File: src/cbm_pkg.sv
package cbm_pkg;

  // operation codes
  localparam logic [2:0] OP_CPU_RD = 3'd0;
  localparam logic [2:0] OP_CPU_WR = 3'd1;
  localparam logic [2:0] OP_PPU_RD = 3'd2;
  localparam logic [2:0] OP_PPU_WR = 3'd3;
  localparam logic [2:0] OP_NT_MAP = 3'd4;
  localparam logic [2:0] OP_TICK   = 3'd5;

  // target codes
  localparam logic [2:0] TG_NONE   = 3'd0;
  localparam logic [2:0] TG_REG    = 3'd1;
  localparam logic [2:0] TG_WRAM   = 3'd2;
  localparam logic [2:0] TG_PRG    = 3'd3;
  localparam logic [2:0] TG_CHR    = 3'd4;
  localparam logic [2:0] TG_CIRAM  = 3'd5;
  localparam logic [2:0] TG_ABSORB = 3'd6;

  // configuration register indexes
  localparam logic [1:0] CFG_PRG_BANKS = 2'd0;
  localparam logic [1:0] CFG_CHR_BANKS = 2'd1;
  localparam logic [1:0] CFG_PRG_RAM   = 2'd2;

  // constants
  localparam logic [14:0] CNT_MAX      = 15'h7FFF;
  localparam logic [7:0]  NT_INTERNAL  = 8'hE0;
  localparam logic [7:0]  PRG_MASK     = 8'h3F;
  localparam logic [7:0]  HI_MASK      = 8'h7F;
  localparam logic [6:0]  PRG_BANK_MAX = 7'd64;
  localparam int          MOD_STEPS    = 8;

  typedef struct packed {
    logic [2:0]  operation;
    logic [15:0] bus_address;
    logic [7:0]  write_data;
  } in_word_t;

  typedef struct packed {
    logic [2:0]  target;
    logic [18:0] mem_address;
    logic [7:0]  read_data;
    logic        irq_out;
  } out_word_t;

  typedef enum logic [1:0] {
    ST_IDLE,
    ST_CALC,
    ST_LOAD
  } state_t;

endpackage

File: src/cbm_mod_unit.sv
module cbm_mod_unit (
  input  logic       clk,
  input  logic       rst,
  input  logic       start,
  input  logic [7:0] dividend,
  input  logic [8:0] divisor,
  output logic       done,
  output logic [8:0] remainder
);

  logic [3:0] cnt;
  logic       busy;
  logic [7:0] dvd;
  logic [8:0] div;
  logic [9:0] trial;

  // one restoring step per cycle, most significant bit first
  assign trial = {remainder, dvd[7]};

  always_ff @(posedge clk) begin
    if (rst) begin
      busy <= 1'b0;
      done <= 1'b0;
      cnt  <= '0;
    end else begin
      done <= 1'b0;
      if (start) begin
        busy <= 1'b1;
        cnt  <= 4'(cbm_pkg::MOD_STEPS);
      end else if (busy) begin
        cnt <= cnt - 4'd1;
        if (cnt == 4'd1) begin
          busy <= 1'b0;
          done <= 1'b1;
        end
      end
    end
  end

  // datapath
  always_ff @(posedge clk) begin
    if (start) begin
      dvd       <= dividend;
      div       <= divisor;
      remainder <= '0;
    end else if (busy) begin
      dvd <= {dvd[6:0], 1'b0};
      if (trial >= {1'b0, div}) begin
        remainder <= 9'(trial - {1'b0, div});
      end else begin
        remainder <= trial[8:0];
      end
    end
  end

endmodule

File: src/cartridge_bank_mapper_with_irq.sv
// channel   direction  handshake              payload
// in        input      in_valid / in_ready    in_data   (cbm_pkg::in_word_t)
// out       output     out_valid / out_ready  out_data  (cbm_pkg::out_word_t)
// cfg       input      cfg_write              cfg_index, cfg_data
//
// A word needing a bank reduction passes through eight steps of the shared
// bit-serial remainder unit, then bank insertion, then the load into the
// result register; other words go from accept straight to the load.
// in_ready drops after an accept and returns the cycle after the load, so
// one word is in flight at a time: a new word waits until the last is loaded.
// Reset is synchronous; all bank, counter and control state is restored.
// A stalled result holds only the final load stage; in_ready returns as
// soon as the result register has been loaded.
module cartridge_bank_mapper_with_irq (
  input  logic               clk,
  input  logic               rst,
  input  logic               in_valid,
  output logic               in_ready,
  input  cbm_pkg::in_word_t  in_data,
  output logic               out_valid,
  input  logic               out_ready,
  output cbm_pkg::out_word_t out_data,
  input  logic               cfg_write,
  input  logic [1:0]         cfg_index,
  input  logic [8:0]         cfg_data
);

  cbm_pkg::state_t state, state_next;

  logic [6:0] cfg_prg;
  logic [8:0] cfg_chr;
  logic       cfg_ram;

  logic [7:0]  pat_bank [8];
  logic [7:0]  nt_bank  [4];
  logic [5:0]  prg_bank [3];
  logic [14:0] irq_count;
  logic        irq_enable;
  logic        irq_pending;

  // pending result
  logic [2:0]  pend_tg;
  logic [18:0] pend_ma;
  logic [7:0]  pend_rd;
  logic        pend_prg;

  // decode results
  logic [2:0]  dec_tg;
  logic [18:0] dec_ma;
  logic [7:0]  dec_rd;
  logic        dec_mod;
  logic        dec_prg;
  logic [7:0]  dec_bank;
  logic [8:0]  dec_div;

  logic [6:0]  prg_n;
  logic [15:0] a;
  logic [7:0]  pbank;
  logic [7:0]  nbank;
  logic        accept;
  logic        mod_start;
  logic        mod_done;
  logic [8:0]  mod_rem;
  logic        load;

  assign a      = in_data.bus_address;
  assign prg_n  = (cfg_prg > cbm_pkg::PRG_BANK_MAX) ? cbm_pkg::PRG_BANK_MAX : cfg_prg;
  assign pbank  = pat_bank[a[12:10]];
  assign nbank  = nt_bank[a[11:10]];
  assign accept = in_valid && in_ready;

  // address decode
  always_comb begin
    dec_tg   = cbm_pkg::TG_NONE;
    dec_ma   = '0;
    dec_rd   = '0;
    dec_mod  = 1'b0;
    dec_prg  = 1'b0;
    dec_bank = '0;
    dec_div  = cfg_chr;
    case (in_data.operation)
      cbm_pkg::OP_CPU_RD, cbm_pkg::OP_CPU_WR: begin
        if (a >= 16'h6000 && a <= 16'h7FFF) begin
          if (cfg_ram) begin
            dec_tg = cbm_pkg::TG_WRAM;
            dec_ma = {6'd0, a[12:0]};
          end else begin
            dec_tg = cbm_pkg::TG_ABSORB;
          end
        end else if (in_data.operation == cbm_pkg::OP_CPU_RD) begin
          if (a >= 16'h4800 && a <= 16'h4FFF) begin
            dec_tg = cbm_pkg::TG_REG;
            dec_rd = irq_count[7:0];
          end else if (a >= 16'h5000 && a <= 16'h57FF) begin
            dec_tg = cbm_pkg::TG_REG;
            dec_rd = {1'b0, irq_count[14:8]};
          end else if (a >= 16'h8000) begin
            if (prg_n == 7'd0) begin
              dec_tg = cbm_pkg::TG_ABSORB;
            end else begin
              dec_tg  = cbm_pkg::TG_PRG;
              dec_ma  = {6'd0, a[12:0]};
              dec_mod = 1'b1;
              dec_prg = 1'b1;
              dec_div = {2'd0, prg_n};
              case (a[14:13])
                2'd0:    dec_bank = {2'd0, prg_bank[0]};
                2'd1:    dec_bank = {2'd0, prg_bank[1]};
                2'd2:    dec_bank = {2'd0, prg_bank[2]};
                default: dec_bank = {1'b0, 7'(prg_n - 7'd1)};
              endcase
            end
          end
        end else if (a >= 16'h5000 && a <= 16'hF7FF) begin
          dec_tg = cbm_pkg::TG_REG;
        end
      end
      cbm_pkg::OP_PPU_RD, cbm_pkg::OP_PPU_WR: begin
        if (a < 16'h2000 && cfg_chr != 9'd0 && pbank < cbm_pkg::NT_INTERNAL) begin
          dec_tg   = cbm_pkg::TG_CHR;
          dec_ma   = {9'd0, a[9:0]};
          dec_mod  = 1'b1;
          dec_bank = pbank;
        end
      end
      cbm_pkg::OP_NT_MAP: begin
        if (nbank >= cbm_pkg::NT_INTERNAL) begin
          dec_tg = cbm_pkg::TG_CIRAM;
          dec_ma = {8'd0, nbank[0], a[9:0]};
        end else if (cfg_chr != 9'd0) begin
          dec_tg   = cbm_pkg::TG_CHR;
          dec_ma   = {9'd0, a[9:0]};
          dec_mod  = 1'b1;
          dec_bank = nbank;
        end
      end
      default: begin
        dec_tg = cbm_pkg::TG_NONE;
      end
    endcase
  end

  // sequencer
  always_comb begin
    state_next = state;
    in_ready   = 1'b0;
    mod_start  = 1'b0;
    load       = 1'b0;
    case (state)
      cbm_pkg::ST_IDLE: begin
        in_ready = 1'b1;
        if (in_valid) begin
          mod_start  = dec_mod;
          state_next = dec_mod ? cbm_pkg::ST_CALC : cbm_pkg::ST_LOAD;
        end
      end
      cbm_pkg::ST_CALC: begin
        if (mod_done) begin
          state_next = cbm_pkg::ST_LOAD;
        end
      end
      cbm_pkg::ST_LOAD: begin
        if (!out_valid || out_ready) begin
          load       = 1'b1;
          state_next = cbm_pkg::ST_IDLE;
        end
      end
      default: begin
        state_next = cbm_pkg::ST_IDLE;
      end
    endcase
  end

  always_ff @(posedge clk) begin
    if (rst) begin
      state <= cbm_pkg::ST_IDLE;
    end else begin
      state <= state_next;
    end
  end

  // configuration registers
  always_ff @(posedge clk) begin
    if (rst) begin
      cfg_prg <= 7'd2;
      cfg_chr <= 9'd8;
      cfg_ram <= 1'b1;
    end else if (cfg_write) begin
      case (cfg_index)
        cbm_pkg::CFG_PRG_BANKS: cfg_prg <= cfg_data[6:0];
        cbm_pkg::CFG_CHR_BANKS: cfg_chr <= cfg_data;
        cbm_pkg::CFG_PRG_RAM:   cfg_ram <= cfg_data[0];
        default:                cfg_ram <= cfg_ram;
      endcase
    end
  end

  // bank registers and irq counter
  always_ff @(posedge clk) begin
    if (rst) begin
      for (int i = 0; i < 8; i++) begin
        pat_bank[i] <= '0;
      end
      nt_bank[0]  <= 8'hE0;
      nt_bank[1]  <= 8'hE1;
      nt_bank[2]  <= 8'hE0;
      nt_bank[3]  <= 8'hE1;
      prg_bank[0] <= 6'd0;
      prg_bank[1] <= 6'd1;
      prg_bank[2] <= 6'd2;
      irq_count   <= '0;
      irq_enable  <= 1'b0;
      irq_pending <= 1'b0;
    end else if (accept) begin
      if (in_data.operation == cbm_pkg::OP_CPU_WR) begin
        if (a >= 16'h5000 && a <= 16'h57FF) begin
          irq_count[7:0] <= in_data.write_data;
          irq_pending    <= 1'b0;
        end else if (a >= 16'h5800 && a <= 16'h5FFF) begin
          irq_count[14:8] <= 7'(in_data.write_data & cbm_pkg::HI_MASK);
          irq_enable      <= in_data.write_data[7];
          irq_pending     <= 1'b0;
        end else if (a >= 16'h8000 && a <= 16'hBFFF) begin
          pat_bank[a[13:11]] <= in_data.write_data;
        end else if (a >= 16'hC000 && a <= 16'hDFFF) begin
          nt_bank[a[12:11]] <= in_data.write_data;
        end else if (a >= 16'hE000 && a <= 16'hF7FF) begin
          prg_bank[2'(a[12:11])] <= 6'(in_data.write_data & cbm_pkg::PRG_MASK);
        end
      end else if (in_data.operation == cbm_pkg::OP_TICK) begin
        if (irq_enable && irq_count < cbm_pkg::CNT_MAX) begin
          irq_count <= irq_count + 15'd1;
          if (irq_count == 15'(cbm_pkg::CNT_MAX - 15'd1)) begin
            irq_pending <= 1'b1;
          end
        end
      end
    end
  end

  // shared remainder unit
  cbm_mod_unit u_mod (
    .clk       (clk),
    .rst       (rst),
    .start     (mod_start),
    .dividend  (dec_bank),
    .divisor   (dec_div),
    .done      (mod_done),
    .remainder (mod_rem)
  );

  // pending result capture and bank insertion
  always_ff @(posedge clk) begin
    if (accept) begin
      pend_tg  <= dec_tg;
      pend_ma  <= dec_ma;
      pend_rd  <= dec_rd;
      pend_prg <= dec_prg;
    end else if (state == cbm_pkg::ST_CALC && mod_done) begin
      if (pend_prg) begin
        pend_ma <= {mod_rem[5:0], pend_ma[12:0]};
      end else begin
        pend_ma <= {1'b0, mod_rem[7:0], pend_ma[9:0]};
      end
    end
  end

  // output register
  always_ff @(posedge clk) begin
    if (rst) begin
      out_valid <= 1'b0;
    end else if (load) begin
      out_valid <= 1'b1;
    end else if (out_ready) begin
      out_valid <= 1'b0;
    end
  end

  always_ff @(posedge clk) begin
    if (load) begin
      out_data.target      <= pend_tg;
      out_data.mem_address <= pend_ma;
      out_data.read_data   <= pend_rd;
      out_data.irq_out     <= irq_pending;
    end
  end

`ifndef ASSERT_OFF
  a_busy_after_accept : assert property (@(posedge clk) disable iff (rst)
    accept |=> !in_ready)
    else $error("input accepted while previous word still in progress");

  a_pending_at_max : assert property (@(posedge clk) disable iff (rst)
    irq_pending |-> irq_count == cbm_pkg::CNT_MAX)
    else $error("irq pending without counter at terminal value");

  a_calc_to_load : assert property (@(posedge clk) disable iff (rst)
    (state == cbm_pkg::ST_CALC && mod_done) |=> state == cbm_pkg::ST_LOAD)
    else $error("remainder unit finished out of sequence");

  a_no_addr_on_reg : assert property (@(posedge clk) disable iff (rst)
    (out_valid && (out_data.target == cbm_pkg::TG_NONE
      || out_data.target == cbm_pkg::TG_REG
      || out_data.target == cbm_pkg::TG_ABSORB)) |-> out_data.mem_address == '0)
    else $error("address given for a target without memory");

  a_done_only_in_calc : assert property (@(posedge clk) disable iff (rst)
    mod_done |-> state == cbm_pkg::ST_CALC)
    else $error("remainder done outside calculation state");
`endif

endmodule
File: config.mk
export PLATFORM = sky130hd
export DESIGN_NAME = cartridge_bank_mapper_with_irq
export DESIGN_NICKNAME = d
export VERILOG_FILES = /design/src/cbm_pkg.sv /design/src/cbm_mod_unit.sv /design/src/cartridge_bank_mapper_with_irq.sv
export SDC_FILE = /design/constraint.sdc
export NUM_CORES = 1
export LEC_CHECK = 0
export BUFFER_PORTS_ARGS = -buffer_cell sky130_fd_sc_hd__buf_2
export CAP_MARGIN = 20
export CORE_MARGIN = 2
export CORE_UTILIZATION = 60
export DETAILED_ROUTE_END_ITERATION = 8
export PLACE_DENSITY = 0.79
export SLEW_MARGIN = 20
export SYNTH_ARGS = -nofsm -noshare
export SYNTH_HDL_FRONTEND = slang
export SYNTH_SLANG_ARGS = --single-unit
File: constraint.sdc
create_clock -name clk -period 6.6 [get_ports clk]
set_input_delay 0.66 -clock clk [delete_from_list [all_inputs] [get_ports clk]]
set_output_delay 0.66 -clock clk [all_outputs]
set_load 0.02 [all_outputs]
Yosys cells after proc, flatten, opt, wreduce, memory -nomap -nowiden
Memory sizes are Yosys's and may differ from the RTL's.
Cells that the tools add are included.
{ "op_classes": {"n_addsub": 4, "order_cmp": 20, "eq_ne": 21, "n_mux": 125, "bitwise": 4, "n_reduce_logical": 44} }
{ "ops": {"columns": ["op", "n"], "rows": [
  ["13-bit two-way mux", 6],
  ["19-bit two-way mux", 4],
  ["8-bit two-way mux", 9],
  ["9-bit two-way mux", 8],
  ["7-bit two-way mux", 10],
  ["16-bit by 15-bit greater-or-equal comparator with 1-bit output, second input constant", 4],
  ["16-bit by 15-bit less-or-equal comparator with 1-bit output, second input constant", 4],
  ["19-bit one-hot mux with 3 select lines", 1],
  ["1-bit two-way mux", 56],
  ["16-bit greater-or-equal comparator, second input constant", 3],
  ["16-bit less-or-equal comparator, second input constant", 3],
  ["15-bit two-way mux", 3],
  ["3-bit two-way mux", 11],
  ["8-bit one-hot mux with 3 select lines", 1],
  ["7-bit one-hot mux with 3 select lines", 1],
  ["10-bit two-way mux", 2],
  ["16-bit by 14-bit less-than comparator with 1-bit output, second input constant", 1],
  ["8-bit OR reduction", 2],
  ["15-bit by 1-bit adder with 15-bit output, second input constant", 1],
  ["15-bit == test, second input constant", 1],
  ["15-bit less-than comparator, second input constant", 1],
  ["1-bit logical AND", 13],
  ["2-bit two-way mux", 6],
  ["2-bit nonzero test", 6],
  ["36 further kinds", 61]
]} }
{ "totals": {"regBits": 131, "mem_bits_rw": 114, "inputBits": 43, "output_inout_bits": 33, "elab_cells": 247, "n_memories": 3} }
{ "mem_list": {"columns": ["name", "words", "word_bits", "read_ports", "rd_ports_with_merged_regs", "wr", "line_no", "text"], "rows": [
  ["pat_bank", 8, 8, 1, 0, 8, "cartridge_bank_mapper_with_irq.sv:34", "logic [7:0] pat_bank [8];"],
  ["nt_bank", 4, 8, 1, 0, 4, "cartridge_bank_mapper_with_irq.sv:35", "logic [7:0] nt_bank [4];"],
  ["prg_bank", 3, 6, 3, 0, 3, "cartridge_bank_mapper_with_irq.sv:36", "logic [5:0] prg_bank [3];"]
]} }

Logic depth before layout (Yosys ltp)
Gate-level depths: netlist of run 1.
{ "depth": {"ltp_word": 13, "depth_mapped": 12, "depth_no_buf": 10} }

Cells and area by module
From an unflattened synthesis of run 1, not the netlist that was laid out.
{ "unflattened": {"cells_unflattened": 956, "area_unflattened_um2": 11703.7} }
{ "modules_own_cells": {"columns": ["module", "instances", "cells_each", "area_each_um2", "seq_area_each_um2"], "rows": [
  ["cartridge_bank_mapper_with_irq", 1, 794, 9969.6, 6025.8],
  ["cbm_mod_unit", 1, 162, 1734.2, 810.8]
]} }

Least setup slack after synthesis of run 1
OpenSTA, ideal clock, no wires.
{ "synth_path": {"path_type": "input port to flip-flop", "startpoint": "input port in_valid", "endpoint": "register u_mod.dvd[7], data pin", "setup_time_ns": 0.260, "arrival_ns": 2.912, "path_slack_ns": 3.428, "cell_stages": 8, "path_buffers": 2, "path_cell_list": "or3b_1 > inv_1 > clkbuf_1 > and2_1 > o21ai_4 > inv_2 > buf_6 > mux2_4"} }
{ "synth_between": {"elab_chain_cells": 3} }
{ "synth_rtl": {"columns": ["item", "line_no", "text"], "rows": [
  ["start, declared", "cartridge_bank_mapper_with_irq.sv:17", "input logic in_valid,"],
  ["1-bit two-way mux", "cartridge_bank_mapper_with_irq.sv:152", "if (in_valid) begin"],
  ["1-bit two-way mux", "cartridge_bank_mapper_with_irq.sv:149", "case (state)"],
  ["8-bit two-way mux", "cbm_mod_unit.sv:42", "if (start) begin"],
  ["end signal, assigned", "cbm_mod_unit.sv:43", "dvd <= dividend;"],
  ["end signal, assigned", "cbm_mod_unit.sv:47", "dvd <= {dvd[6:0], 1'b0};"],
  ["end, declared", "cbm_mod_unit.sv:13", "logic [7:0] dvd;"]
]} }
Every way passes these cells.
A chain may end at the register's enable or synchronous reset.

Final worst setup path of run 1
{ "layout_path": {"startpoint": "register cfg_prg[6]", "endpoint": "register u_mod.dvd[7], data pin"} }
{ "layout_between": {"elab_chain_cells": 13} }
{ "layout_rtl": {"columns": ["item", "line_no", "text"], "rows": [
  ["start, declared", "cartridge_bank_mapper_with_irq.sv:30", "logic [6:0] cfg_prg;"],
  ["start signal, assigned", "cartridge_bank_mapper_with_irq.sv:190", "cbm_pkg::CFG_PRG_BANKS: cfg_prg <= cfg_data[6:0];"],
  ["7-bit greater-than comparator", "cartridge_bank_mapper_with_irq.sv:67", "assign prg_n = (cfg_prg > cbm_pkg::PRG_BANK_MAX) ? cbm_pkg::PRG_BANK_MAX : cfg_prg;"],
  ["7-bit two-way mux *", "cartridge_bank_mapper_with_irq.sv:67", null],
  ["7-bit zero test *", "cartridge_bank_mapper_with_irq.sv:98", "if (prg_n == 7'd0) begin"],
  ["1-bit two-way mux *", "cartridge_bank_mapper_with_irq.sv:98", null],
  ["1-bit two-way mux *", "cartridge_bank_mapper_with_irq.sv:97", "end else if (a >= 16'h8000) begin"],
  ["1-bit two-way mux *", "cartridge_bank_mapper_with_irq.sv:94", "end else if (a >= 16'h5000 && a <= 16'h57FF) begin"],
  ["1-bit two-way mux *", "cartridge_bank_mapper_with_irq.sv:91", "if (a >= 16'h4800 && a <= 16'h4FFF) begin"],
  ["1-bit two-way mux *", "cartridge_bank_mapper_with_irq.sv:90", "end else if (in_data.operation == cbm_pkg::OP_CPU_RD) begin"],
  ["1-bit two-way mux *", "cartridge_bank_mapper_with_irq.sv:83", "if (a >= 16'h6000 && a <= 16'h7FFF) begin"],
  ["1-bit one-hot mux with 3 select lines *", "cartridge_bank_mapper_with_irq.sv:81", "case (in_data.operation)"],
  ["1-bit two-way mux *", "cartridge_bank_mapper_with_irq.sv:152", null],
  ["1-bit two-way mux *", "cartridge_bank_mapper_with_irq.sv:149", null],
  ["8-bit two-way mux *", "cbm_mod_unit.sv:42", null]
]} }
Every way passes the cells marked *; elsewhere a longest branch is shown, timed or not.

==> flow_metrics.py, run 1 <==
metrics = {
    "floorplan": {
        "num_rows": 50,
        "die_y_um": 143,
        "die_x_um": 143,
        "core_area_um2": 18800,
        "start_util": 0.615,
        "pin_count": 76,
        "dieArea_um2": 20400,
    },
    "critical_path": {
        "critPathLaunch": "cfg_prg[6]$_SDFFE_PP0P_",
        "rr_startpoint": "cfg_prg[6]$_SDFFE_PP0P_",
        "crit_slowest_cell": "nand3_1",
        "cp_max_fo": 28,
        "worstPathCellList": "clkinv_1, nand2_1, ha_1, nand4_1, nand3_1, inv_1, or2_1, o21ai_4, inv_2, mux2_4",
        "crit_required_ns": 6.86,
        "cp-start-kind": "flop",
        "worstPathArrival_ns": 3.97,
        "slowest_delay_ns": 0.50,
        "crit_path_end_kind": "flop",
        "critical_path_class": "flop to flop",
    },
    "synth": {
        "synth-seq-cells": 245,
        "synth_fp_nets": 1022,
        "synth_edf_count": 193,
        "synth_compound_area_frac": 0.100,
        "yosysUniqueCellTypes": 78,
        "async_flop_share": 0,
        "ys_seq_area_frac": 0.591,
        "synth-simple-area-share": 0.175,
        "ys_top_cells_by_area": "edfxtp_1 (50%), dfxtp_1 (9.0%), mux4_2 (5.6%), and2_1 (5.2%), nor2_1 (2.7%)",
        "yosys.cell_count.top_type": "edfxtp_1",
        "synth_top_family_by_area": "simple AND/OR/NAND/NOR gates",
        "ys.flop_type": "edfxtp_1",
        "yosysWarnings": 0,
        "yosys.area.top_type": "edfxtp_1",
        "muxShareOfSynthArea": 0.0829,
        "avgSynthCellArea_um2": 12.0,
        "ys_top_cells_by_count": "edfxtp_1 (193), and2_1 (96), nor2_1 (82)",
        "synth_top_area_frac": 0.501,
        "synthAdderAreaFrac": 0.0169,
        "synth-xor-area-share": 0.00303,
        "synthCells": 964,
        "syn_area_um2": 11600,
    },
    "routing": {
        "drtPass1Iterations": 5,
        "viasPerCell": 6.03,
        "drt-initial-drc-count": 796,
        "wl_met3_um": 2040,
        "num_vias": 7837,
        "drc": 0,
        "highest_layer": "met4",
        "wl_met1_um": 11300,
        "wl_met2_um": 11800,
        "wl_per_cell_um": 19.9,
        "wl_um": 25900,
        "antenna_left": 0,
    },
    "clock_tree": {
        "h-tree-depth": 1,
        "insertion_delay_ns": 0.53,
        "clk_pin_slew_worst_paths_ns": 0.06,
        "numCtsBuffers": 25,
        "cts_hold_buf": 0,
        "cts_root_buffer": "clkbuf_16",
        "cts.sinks": 245,
        "cts_setup_buffers": 0,
        "clockBufferDepth": 3,
        "cts_resized": 0,
        "cts_tree": "done",
    },
    "global_route": {
        "grt_max_degree": 60,
        "grt_overflow": 0,
        "grtUsageTotal": 0.256,
        "antenna_found_initial": 0,
        "grt_pass1_wl_um": 40500,
        "grt_pass1_vias": 7312,
    },
    "cells_and_area": {
        "insertedDiodeCount": 0,
        "layout-drive-gt1-share": 0.168,
        "syn2layout_area_growth_pct": 11.9,
        "fin_nets": 1079,
    },
    "run_status": {
        "status": "completed",
    },
    "flow_run": {
        "cap_violations": 0,
    },
    "power_and_ir_drop": {
        "combPwrFrac": 0.131,
        "netSwitchingFraction": 0.248,
        "sequentialPowerShare": 0.487,
        "internal_power_mw": 2.83,
        "leakagePower_nw": 4.87,
        "irDropWorstVdd_uv": 190,
        "p_switching_mw": 0.933,
        "powerDensity_nw_per_um2": 291,
        "clkPwrFrac": 0.383,
    },
    "placement": {
        "place_congestion": 0.949,
        "detailed_place_hpwl_um": 17800,
        "numPortBuffers": 75,
    },
    "timing": {
        "holdWs_ns": 0.369,
        "period_needed_ns": 3.70,
        "tightest_slew_ns": 0.927,
        "setup_viol": 0,
        "rsz0062_at_grt": "false",
        "drv_slew": 0,
        "tns_ns": 0,
        "fin_crit_sh": 0.561,
        "slew_headroom": 0.381,
        "finalClockSkew_ns": 0.0197,
        "final_hold_viol_count": 0,
        "fmax_mhz": 270,
    },
    "min_path": {
        "min_from": "cfg_data[1]",
        "hold_path_class": "primary input to flop",
    },
}
==> state kept, by name, summed over array words and instances (netlist names), 9 cells and up <==
signal,count
cfg_chr,9
irq_count,15
nt_bank,32
out_data,31
pat_bank,64
pend_ma,19
prg_bank,18
u_mod.div,9
u_mod.remainder,9
==> layout make-up <==
class	count	area (um2)
clock buffers	37	722
clock inverters	9	124
fillers	1325	5880
inverters	35	131
multi-input cells	632	4380
flip-flops and latches	245	6840
well taps	260	325
repair buffers	82	428
==> critical path: cells and delay by family, from the launching register on <==
family                   cells  cell delay (ns)
AO/OA/AOI/OAI                1             0.27
adder cells (fa/ha/maj)      1             0.27
buffers and inverters        3             0.80
flip-flops                   1             0.41
multiplexers                 1             0.37
AND/OR/NAND/NOR              4             1.33
==> per-stage QoR <==
stage / setup slack [ns] / area, um2 / power, mW / std cells / util
floorplan: 3.43 / 11600 / 2.20 / 964 / -
global placement: 2.89 / 12100 / 2.33 / 1254 / 0.643
detailed placement: 2.83 / 12100 / 2.35 / 1254 / 0.643
CTS: 2.96 / 12900 / 3.77 / 1300 / 0.688
global route: 2.58 / 12900 / 3.89 / 1300 / 0.688
finish: 2.90 / 12900 / 3.76 / 1300 / 0.688
==> logic make-up (layout without fill, tap and decap cells) <==
family          Yosys count  count (layout)
simple gates            385             385
flops                   245             245
compound gates          169             169
buf+inv                  87             163
mux                      59              59
fa+ha+maj                15              15
xor+xnor                  4               4
==> metal layers <==
layer	track usage	up-vias
li1	-	3680
met1	0.374	3730
met2	0.401	371
met3	0.0372	56
met4	0.0813	0
met5	0	-
==> cell usage in the layout, fill, tap and decap left out, types with 4 or more instances in the layout <==
cell | Yosys | final
a211oi_1 | 10 | 10
a21o_1 | 6 | 6
a21oi_1 | 43 | 43
a22o_1 | 8 | 8
a31oi_1 | 10 | 10
a32o_1 | 4 | 4
and2_1 | 96 | 96
and3_1 | 26 | 26
buf_2 | 4 | 75
buf_4 | 1 | 7
clkbuf_1 | 37 | 8
clkbuf_16 | 0 | 26
clkinv_2 | 0 | 5
dfxtp_1 | 52 | 52
edfxtp_1 | 193 | 193
ha_1 | 14 | 14
inv_1 | 33 | 33
mux2i_1 | 28 | 28
mux4_2 | 29 | 29
nand2_1 | 70 | 70
nand2b_1 | 9 | 9
nand3_1 | 16 | 16
nand3b_1 | 5 | 5
nand4_1 | 5 | 5
nor2_1 | 82 | 81
nor2b_1 | 12 | 12
nor3_1 | 22 | 22
nor3b_1 | 5 | 4
nor4_1 | 6 | 6
o21a_1 | 6 | 6
o21ai_0 | 33 | 33
o22ai_1 | 5 | 5
o31ai_1 | 4 | 4
or2_2 | 12 | 12
or3_1 | 5 | 5
==> power groups by stage <==
stage / Combinational, mW / Sequential, mW / Clock, mW
after floorplan: 0.354 / 1.84 / 0
after global placement: 0.473 / 1.86 / 0
after detailed placement: 0.482 / 1.86 / 0
after CTS: 0.489 / 1.83 / 1.45
after global routing: 0.544 / 1.84 / 1.51
final: 0.492 / 1.83 / 1.44
==> worst paths after layout <==
path         slack [ns]  cells after the start                 endpoint
max                2.90                     10   u_mod.dvd[7]$_DFFE_PP_
min                0.37                      2  cfg_prg[1]$_SDFFE_PP1P_
max reg2reg        2.90                     10   u_mod.dvd[7]$_DFFE_PP_
min reg2reg        0.42                      0   out_data[12]$_DFFE_PP_
Power figures use the tool's default switching activity.
==> run 2, diff against run 1 <==
clock period = 3.7 ns   (was 6.6 ns; I/O delays follow)
==> run 2 against run 1 <==
- largest power group unchanged
- global-route usage rose by 0.10 points
- power rose by 75%
- sequential power rose by 78%
- maximum frequency rose by 16%
- via count rose by 2.7%
- worst hold slack got worse by 0.27 ns
- critical path depth rose by 1
- sequential cell count did not move
- sequential share of layout area fell by 0.14 points
==> flow_metrics.py, run 2 (synthesis results as in run 1) <==
metrics = {
    "clock_tree": {
        "insertion_delay_ns": 0.51,
        "numCtsBuffers": 25,
        "cts_tree": "done",
        "clockBufferDepth": 3,
        "cts.sinks": 245,
        "clk_pin_slew_worst_paths_ns": 0.06,
        "cts_hold_buf": 0,
        "cts_resized": 0,
        "cts_setup_buffers": 0,
        "cts_root_buffer": "clkbuf_16",
        "h-tree-depth": 1,
    },
    "power_and_ir_drop": {
        "internal_power_mw": 4.92,
        "sequentialPowerShare": 0.494,
        "clkPwrFrac": 0.370,
        "irDropWorstVdd_uv": 353,
        "leakagePower_nw": 4.89,
        "powerDensity_nw_per_um2": 509,
        "combPwrFrac": 0.136,
        "p_switching_mw": 1.69,
        "netSwitchingFraction": 0.255,
    },
    "global_route": {
        "grt_max_degree": 59,
        "grtUsageTotal": 0.257,
        "grt_pass1_vias": 7559,
        "antenna_found_initial": 0,
        "grt_overflow": 0,
        "grt_pass1_wl_um": 40900,
    },
    "routing": {
        "drc": 0,
        "num_vias": 8051,
        "wl_um": 25800,
        "viasPerCell": 6.15,
        "drt-initial-drc-count": 1020,
        "drtPass1Iterations": 5,
        "antenna_left": 0,
        "wl_per_cell_um": 19.7,
    },
    "floorplan": {
        "start_util": 0.615,
        "num_rows": 50,
        "die_x_um": 143,
        "pin_count": 76,
        "dieArea_um2": 20400,
        "die_y_um": 143,
        "core_area_um2": 18800,
    },
    "timing": {
        "fin_crit_sh": 0.865,
        "period_needed_ns": 3.20,
        "rsz0062_at_grt": "false",
        "tns_ns": 0,
        "finalClockSkew_ns": 0.0134,
        "fmax_mhz": 312,
        "tightest_slew_ns": 0.969,
        "final_hold_viol_count": 0,
        "setup_viol": 0,
        "drv_slew": 0,
        "fin_ws_ns": 0.498,
        "slew_headroom": 0.353,
    },
    "cells_and_area": {
        "largest_register_ffs": 64,
        "layout.cells.most_common": "edfxtp_1",
        "layout-drive-gt1-share": 0.176,
        "reg_top3": "pat_bank x64, nt_bank x32, out_data x31",
        "finish.instance_area_um2": 13000,
        "final_cell_mix": "edfxtp_1 (193), and2_1 (96), nor2_1 (81)",
        "insertedDiodeCount": 0,
        "fill_cells": 1342,
        "syn2layout_area_growth_pct": 12.1,
        "stdcell_count": 1309,
        "fin_nets": 1089,
        "top_register": "pat_bank",
    },
    "critical_path": {
        "worstPathCellList": "clkinv_1, nand2_1, ha_1, nand4_1, nand3_1, inv_1, or2_1, o21ai_4, inv_2, buf_4, o22a_1",
        "cp-start-kind": "flop",
        "worstPathArrival_ns": 3.46,
        "cp_max_fo": 16,
        "critical_path_class": "flop to flop",
        "crit_path_end_kind": "flop",
        "slowest_delay_ns": 0.39,
        "crit_slowest_cell": "dfxtp_1",
        "crit_required_ns": 3.96,
    },
    "placement": {
        "numPortBuffers": 75,
        "place_congestion": 0.907,
        "dp_slack_ns": 0.546,
        "placed_area_um2": 12200,
        "detailed_place_hpwl_um": 17900,
        "dp.cells": 1264,
    },
    "run_status": {
        "status": "completed",
    },
    "flow_run": {
        "cap_violations": 0,
    },
    "min_path": {
        "hold_path_class": "primary input to flop",
    },
}
==> run 2: through the flow <==
stage | hold WS [ns] | power (mW) | util
floorplan | 0.400 | 3.92 | -
global placement | 0.401 | 4.17 | 0.647
detailed placement | 0.405 | 4.20 | 0.647
CTS | 0.0878 | 6.61 | 0.689
global route | 0.103 | 6.83 | 0.689
finish | 0.0942 | 6.60 | 0.689
==> run 2: worst paths after layout <==
| check | cells past startpoint | startpoint | end | slack, ns |
|---|---|---|---|---|
| max | 11 | cfg_prg[6]$_SDFFE_PP0P_ | u_mod.dvd[2]$_DFFE_PP_ | 0.50 |
| min | 3 | cfg_data[8] | cfg_chr[8]$_SDFFE_PP0P_ | 0.09 |
| max reg2reg | 11 | cfg_prg[6]$_SDFFE_PP0P_ | u_mod.dvd[2]$_DFFE_PP_ | 0.50 |
| min reg2reg | 0 | pend_ma[5]$_DFFE_PP_ | out_data[14]$_DFFE_PP_ | 0.42 |
==> run 2: critical path: cells and delay by family (launching register included) <==
family / cells / cell delay (ns)
and+or+nand+nor: 4 / 0.99
buffers and inverters: 4 / 0.81
adders and majority gates: 1 / 0.28
AOI/OAI and AO/OA: 2 / 0.48
DFF: 1 / 0.39
==> run 2: final cells by class <==
| class | count | area (um2) | share of cell area |
|---|---|---|---|
| multi-input cells | 632 | 4380 | 0.338 |
| flip-flops and latches | 245 | 6840 | 0.527 |
| clock buffers | 36 | 718 | 0.0553 |
| repair buffers | 92 | 503 | 0.0387 |
| inverters | 35 | 131 | 0.0101 |
| clock inverters | 9 | 86.3 | 0.00665 |
| well taps | 260 | 325 | 0.0251 |
==> run 2: power by group through the flow <==
stage	sequential [mW]	clock [mW]	combinational, mW
floorplan	3.29	0	0.632
global placement	3.31	0	0.854
detailed placement	3.32	0	0.881
CTS	3.26	2.46	0.889
global route	3.28	2.57	0.986
finish	3.26	2.45	0.895
==> run 2: layer usage <==
layer | part of all wire | global-route usage | vias up
met5 | 0 | 0 | -
li1 | - | - | 3704
met3 | 0.075 | 0.0352 | 64
met1 | 0.41 | 0.353 | 3898
met2 | 0.49 | 0.433 | 385
met4 | 0.030 | 0.0745 | 0
==> run 3, diff against run 2 <==
BUFFER_PORTS_ARGS = -buffer_cell sky130_fd_sc_hd__clkbuf_2   (was -buffer_cell sky130_fd_sc_hd__buf_2)
==> run 3 against run 2 <==
- routed wire length rose by 0.42%
- clock skew fell by 0.0019 ns
- utilization rose by 0.073 points
- highest routed layer unchanged
==> flow_metrics.py, run 3 (synthesis results as in run 1) <==
metrics = {
    "timing": {
        "setup_viol": 0,
        "drv_slew": 0,
        "finalClockSkew_ns": 0.0115,
        "final_hold_viol_count": 0,
        "tightest_slew_ns": 0.964,
        "tns_ns": 0,
        "fmax_mhz": 326,
        "fin_crit_sh": 0.829,
        "rsz0062_at_grt": "false",
        "slew_headroom": 0.356,
        "period_needed_ns": 3.07,
    },
    "clock_tree": {
        "numCtsBuffers": 26,
        "h-tree-depth": 1,
        "insertion_delay_ns": 0.52,
        "cts.sinks": 245,
        "cts_resized": 0,
        "clockBufferDepth": 3,
        "cts_tree": "done",
        "clk_pin_slew_worst_paths_ns": 0.06,
        "cts_root_buffer": "clkbuf_16",
        "cts_hold_buf": 0,
        "cts_setup_buffers": 0,
    },
    "cells_and_area": {
        "reg_top3": "pat_bank x64, nt_bank x32, out_data x31",
        "fin_nets": 1092,
        "top_register": "pat_bank",
        "insertedDiodeCount": 0,
        "layout-drive-gt1-share": 0.176,
        "syn2layout_area_growth_pct": 12.3,
        "largest_register_ffs": 64,
        "final_util": 0.690,
        "layout.cells.most_common": "edfxtp_1",
        "final_cell_mix": "edfxtp_1 (193), and2_1 (96), nor2_1 (81)",
    },
    "global_route": {
        "grtUsageMet2": 0.431,
        "globalRouteMet1Util": 0.352,
        "grt_pass1_wl_um": 40700,
        "grt_overflow": 0,
        "antenna_found_initial": 0,
        "grt_use_met3": 0.0319,
        "top_usage_layer": "met2",
        "grtUsageTotal": 0.255,
        "grt_max_degree": 59,
        "grt_pass1_vias": 7636,
    },
    "placement": {
        "numPortBuffers": 75,
        "detailed_place_hpwl_um": 18000,
        "place_congestion": 0.929,
    },
    "min_path": {
        "hold_path_class": "primary input to flop",
    },
    "power_and_ir_drop": {
        "powerDensity_nw_per_um2": 508,
        "irDropWorstVdd_uv": 361,
        "leakagePower_nw": 4.93,
    },
    "critical_path": {
        "cp_max_fo": 21,
        "cp-start-kind": "flop",
        "crit_path_end_kind": "flop",
        "rrSetupSlack_ns": 0.63,
        "worstPathArrival_ns": 3.49,
        "critical_path_class": "flop to flop",
        "crit_required_ns": 4.12,
    },
    "routing": {
        "drc": 0,
        "num_vias": 7944,
        "drt-initial-drc-count": 792,
        "wl_per_cell_um": 19.7,
        "antenna_left": 0,
        "viasPerCell": 6.05,
        "wl_um": 25900,
        "drtPass1Iterations": 5,
    },
    "floorplan": {
        "die_y_um": 143,
        "pin_count": 76,
        "num_rows": 50,
        "die_x_um": 143,
        "core_area_um2": 18800,
        "start_util": 0.615,
        "dieArea_um2": 20400,
    },
    "flow_run": {
        "cap_violations": 0,
    },
    "run_status": {
        "status": "completed",
    },
}
run 3: area by class of cell:
cell class / count / area, um2
inverter: 35 / 131
fill: 1384 / 5830
timing repair buffer: 94 / 518
clock buffer: 37 / 723
clock inverter: 11 / 80.1
sequential: 245 / 6840
tap: 260 / 325
multi-input combinational: 632 / 4380
run 3: where the power goes:
group / switching (mW) / leakage [nW] / internal, mW
clock: 1.03 / 0.395 / 1.43
combinational: 0.534 / 2.24 / 0.357
sequential: 0.124 / 2.29 / 3.14
run 3: final timing paths:
kind | to | cells after the start | from
setup / recovery | u_mod.cnt[1]$_SDFFE_PP0P_ | 11 | cfg_prg[6]$_SDFFE_PP0P_
hold / removal | cfg_chr[8]$_SDFFE_PP0P_ | 3 | cfg_data[8]
setup reg to reg | u_mod.cnt[1]$_SDFFE_PP0P_ | 11 | cfg_prg[6]$_SDFFE_PP0P_
hold reg to reg | out_data[4]$_DFFE_PP_ | 0 | pend_rd[3]$_SDFFCE_PP0P_
run 3: per-stage QoR:
stage                     setup slack, ns  hold WS [ns]  power, mW  std cells  area [um2]
after floorplan                     0.723         0.400       3.92        964       11600
after global placement              0.796         0.400       4.17       1266       12200
after detailed placement            0.670         0.405       4.19       1266       12200
after CTS                           0.637        0.0659       6.62       1314       13000
after global routing                0.401        0.0764       6.85       1314       13000
final                               0.631        0.0770       6.60       1314       13000
run 3: critical path: stages (launching register included):
cell and delay (ns):
dfxtp_1 0.39, clkinv_1 0.26, nand2_1 0.20, ha_1 0.27
nand4_1 0.25, nand3_1 0.18, inv_1 0.12, or2_1 0.35
o21ai_4 0.27, inv_2 0.12, buf_4 0.24, a2111oi_4 0.32
run 3: metal layers:
layer | share of wire | vias up
li1 | - | 3703
met1 | 0.42 | 3837
met2 | 0.49 | 344
met3 | 0.064 | 60
met4 | 0.029 | 0
met5 | 0 | -
